File: src/design/block_range_add_range_sum_assert.svh
// Assertion macros shared by the block range-add / range-sum design.
// Each macro expects clk and rst_n in the scope where it is used.
`ifndef BLOCK_RANGE_ADD_RANGE_SUM_ASSERT_SVH
`define BLOCK_RANGE_ADD_RANGE_SUM_ASSERT_SVH

// Same-cycle implication, disabled while reset is active.
`define BRARS_ASSERT_IMP(label, ante, cons) \
  label: assert property (@(posedge clk) disable iff (!rst_n) (ante) |-> (cons)) \
    else $error("brars same-cycle check failed");

// Next-cycle implication, disabled while reset is active.
`define BRARS_ASSERT_NXT(label, ante, cons) \
  label: assert property (@(posedge clk) disable iff (!rst_n) (ante) |=> (cons)) \
    else $error("brars next-cycle check failed");

`endif

File: src/design/brars_pkg.sv
// Shared constants, types and state codes of the block range-add / range-sum engine.
// No dependencies; every other design file except the assertion macro header imports this package.
`timescale 1ns / 1ps

package brars_pkg;

  localparam int MAX_ELEMENTS = 1024;
  localparam int BLOCK_SIZE   = 32;
  localparam int NUM_BLOCKS   = (MAX_ELEMENTS + BLOCK_SIZE - 1) / BLOCK_SIZE;
  localparam int IDX_W        = $clog2(MAX_ELEMENTS);
  localparam int OFF_W        = $clog2(BLOCK_SIZE);
  localparam int BLK_W        = IDX_W - OFF_W;
  localparam int CNT_W        = 11;
  localparam int DATA_W       = 64;
  localparam int MODE_W       = 2;
  localparam int MULT_W       = OFF_W + 2;

  typedef enum logic [MODE_W-1:0] {
    MODE_LOAD  = 2'd0,
    MODE_ADD   = 2'd1,
    MODE_QUERY = 2'd2
  } mode_t;

  typedef enum logic [3:0] {
    S_CLEAR,
    S_IDLE,
    S_SPAN_HDR,
    S_SPAN_RUN,
    S_SPAN_FIX,
    S_BLK_RD,
    S_BLK_PEND,
    S_BLK_TOT,
    S_LD_RD,
    S_LD_OLD,
    S_LD_DIFF,
    S_LD_TOT,
    S_LD_ELEM,
    S_DONE
  } state_t;

  typedef struct packed {
    logic              elem_rd;
    logic [IDX_W-1:0]  elem_raddr;
    logic              elem_we;
    logic [IDX_W-1:0]  elem_waddr;
    logic              blk_rd;
    logic [BLK_W-1:0]  blk_raddr;
    logic              pend_we;
    logic              tot_we;
    logic [BLK_W-1:0]  blk_waddr;
    logic [DATA_W-1:0] wdata;
  } mem_req_t;

  typedef struct packed {
    logic [DATA_W-1:0] elem;
    logic [DATA_W-1:0] pend;
    logic [DATA_W-1:0] tot;
  } mem_rsp_t;

  typedef struct packed {
    logic [DATA_W-1:0] a;
    logic [DATA_W-1:0] b;
    logic [MULT_W-1:0] k;
  } alu_req_t;

endpackage

File: src/design/brars_alu.sv
// Shared multiply-add unit: result = a + b * k, with k a small signed factor.
// Depends on brars_pkg for the request type and widths.
`timescale 1ns / 1ps

module brars_alu import brars_pkg::*; (
  input  alu_req_t          alu_req,
  output logic [DATA_W-1:0] alu_res
);

  logic signed [DATA_W+MULT_W-1:0] prod;

  assign prod    = $signed(alu_req.b) * $signed(alu_req.k);
  assign alu_res = alu_req.a + prod[DATA_W-1:0];

endmodule

File: config.mk
export PLATFORM = sky130hd
export DESIGN_NAME = brars_alu
export DESIGN_NICKNAME = d
export VERILOG_FILES = /design/src/design/block_range_add_range_sum_assert.svh /design/src/design/brars_pkg.sv /design/src/design/brars_alu.sv
export SDC_FILE = /design/constraint.sdc
export NUM_CORES = 1
export LEC_CHECK = 0
export BUFFER_PORTS_ARGS = -buffer_cell sky130_fd_sc_hd__buf_2
export CAP_MARGIN = 20
export CORE_ASPECT_RATIO = 0.9
export CORE_MARGIN = 2
export CORE_UTILIZATION = 35
export DETAILED_ROUTE_END_ITERATION = 6
export GPL_TIMING_DRIVEN = 0
export PLACE_DENSITY = 0.63
export SLEW_MARGIN = 20
export SYNTH_ARGS = -nofsm -noshare
export SYNTH_HDL_FRONTEND = slang
export SYNTH_SLANG_ARGS = --single-unit
File: constraint.sdc
create_clock -name vclk -period 10.15
set_input_delay 2.03 -clock vclk [all_inputs]
set_output_delay 2.03 -clock vclk [all_outputs]
set_load 0.05 [all_outputs]
==> results.ini <==
[run_status]
status = complete, no violations

[layout]
final_util = 0.400
clock_buffers = 0
fillCellCount = 4701
final_common_cell = inv_1
areaGrowthSynthToFinish_pct = 12.8
register_area_um2 = 0
nFlopsAndLatches = 0
fin_nets = 2714
final_cell_mix = inv_1, fa_1, and2_1
drive_above_1_share = 0.132

[timing]
period_needed_ps = 10010
fmax_mhz = 99.9
report.final.setup_viol = 0
drv_slew = 0
period_share = 0.986
slew_headroom = 0.575
finalSetupTns_ps = 0
finalHoldViolCount = 0
worst_pin_slew_ps = 637

[worst_setup_path]
startpoint_type = input pin
path_class = input pin to output port
worstSetupEndpointType = output port
critPathMaxFanout = 10
slowest_stage = fa_1
worst_ep_arrival_time_ps = 7980
path_common_cell = fa_1
crit_chain = buf_2 > clkbuf_1 > and2_1 > fa_1 > fa_1 > fa_1 > inv_1 > fa_1 > inv_1 > ha_1 > and2_1 > a221oi_4 > a311oi_2 > o31ai_4 > nand2_4 > a22oi_2 > o21ai_2 > a221oi_2 > o21ai_0 > xor2_1 > buf_4
required_ps = 8120
cp_slowest_stage_delay_ps = 510

[place]
dpl.hpwl_um = 43700
port_buffers = 198
place_congestion = 0.932

[synth]
syn-num-nets = 2512
synth.distinct_cells = 51
syn_inst = 1890
yosysSeqAreaShare = 0
synth_area_um2 = 16100
syn_avg_cell_area_um2 = 8.50
yosysWarnings = 0

[global_routing]
grt_pass1_vias = 14000
antenna_found_initial = 5
overflow = 0
grt_max_degree = 11
grt_pass1_wl_um = 77400
grt.total_usage = 0.207

[route]
wl_per_cell_um = 18.2
route.detailed.drc = 0
wl_um = 49100
drt-initial-drc-count = 778
via_per_inst = 4.88
num_vias = 13200
antenna_left = 0
firstDrtPassIters = 5

[die]
fp.coreArea_um2 = 45400
die_h_um = 207
initial_core_util = 0.354
num_io_pins = 199
placementRows = 74
die_w_um = 230
die_area_um2 = 47600

[run]
drv_cap = 0

[hold_path]
hold_class = input pin to output port

[cells by family after synthesis]
| family | count (synthesis) | synth area share |
|---|---|---|
| buf+inv | 539 | 0.126 |
| compound gates | 216 | 0.0856 |
| simple gates | 575 | 0.203 |
| fa+ha+maj | 487 | 0.545 |
| xor+xnor | 73 | 0.0398 |
[critical path, delay by kind of cell]
kind / cells / cell delay, ps
buffers and inverters: 5 / 960
and+or+nand+nor: 3 / 610
AOI/OAI and AO/OA: 7 / 1950
adders and majority gates: 5 / 2260
xor gates and xnor gates: 1 / 150
[Yosys cell counts, drive strengths merged (2+ instances only)]
cell type / instances / share of area
o21a: 8 / 0.0037
o21bai: 13 / 0.0061
o21ai: 45 / 0.014
nand2: 104 / 0.024
fa: 355 / 0.44
nor3: 7 / 0.0025
and2: 322 / 0.13
and3: 6 / 0.0023
buf: 2 / 0.0010
a221oi: 5 / 0.0031
a41oi: 2 / 0.0011
xor2: 27 / 0.015
nor2b: 59 / 0.023
o211ai: 6 / 0.0028
o31ai: 4 / 0.0019
a21o: 34 / 0.016
a311oi: 2 / 0.0011
or2: 5 / 0.0019
a21boi: 2 / 0.00093
o2bb2ai: 2 / 0.0011
nand2b: 10 / 0.0039
a211o: 2 / 0.0011
ha: 132 / 0.10
a211oi: 5 / 0.0026
a21oi: 65 / 0.020
inv: 472 / 0.11
nand3: 6 / 0.0019
and4: 5 / 0.0027
a31oi: 12 / 0.0047
xnor2: 46 / 0.025
clkbuf: 65 / 0.015
nor2: 33 / 0.0077
nand4: 14 / 0.0055
[metrics by stage]
step,cell area (um2),std cells,setup WS (ps),hold WS (ps)
after global placement,17800,2696,-1080,4500
after floorplan,16100,1890,511,4440
after detailed placement,17800,2696,-1080,4500
after CTS,18000,2697,2.80,4510
after global routing,18100,2699,-18.5,4540
final,18100,2702,139,4500
[final cells by class]
type / count / area, um2 / share of cell area
Inverter: 472 / 1770 / 0.0977
Tap cell: 608 / 761 / 0.0420
Antenna cell: 4 / 10.0 / 0.000552
Timing Repair Buffer: 203 / 1040 / 0.0574
Multi-Input combinational cell: 1351 / 14200 / 0.785
Buffer: 64 / 314 / 0.0173
[layer usage]
metal  track usage  vias up  share of wire
met5             0        -              0
met4        0.0396        0          0.022
met2         0.339      480           0.46
li1              -     6050              -
met1         0.285     6618           0.43
met3        0.0433       46          0.088
[worst paths after layout]
path / startpoint / endpoint / depth (start not counted)
worst max-delay path: alu_req[3] / alu_res[62] / 21
worst min-delay path: alu_req[71] / alu_res[0] / 3
[timing repair]
action / 4_1_cts / 5_1_grt
buffers inserted: 1 / 4
setup endpoints to repair: 34 / 15
pin swaps: 4 / 9
resized for setup: 56 / 41
hold buffers: 0 / 0
Power is not shown: default switching activity piles up to over one toggle a cycle in this logic, so the estimate is an artifact.
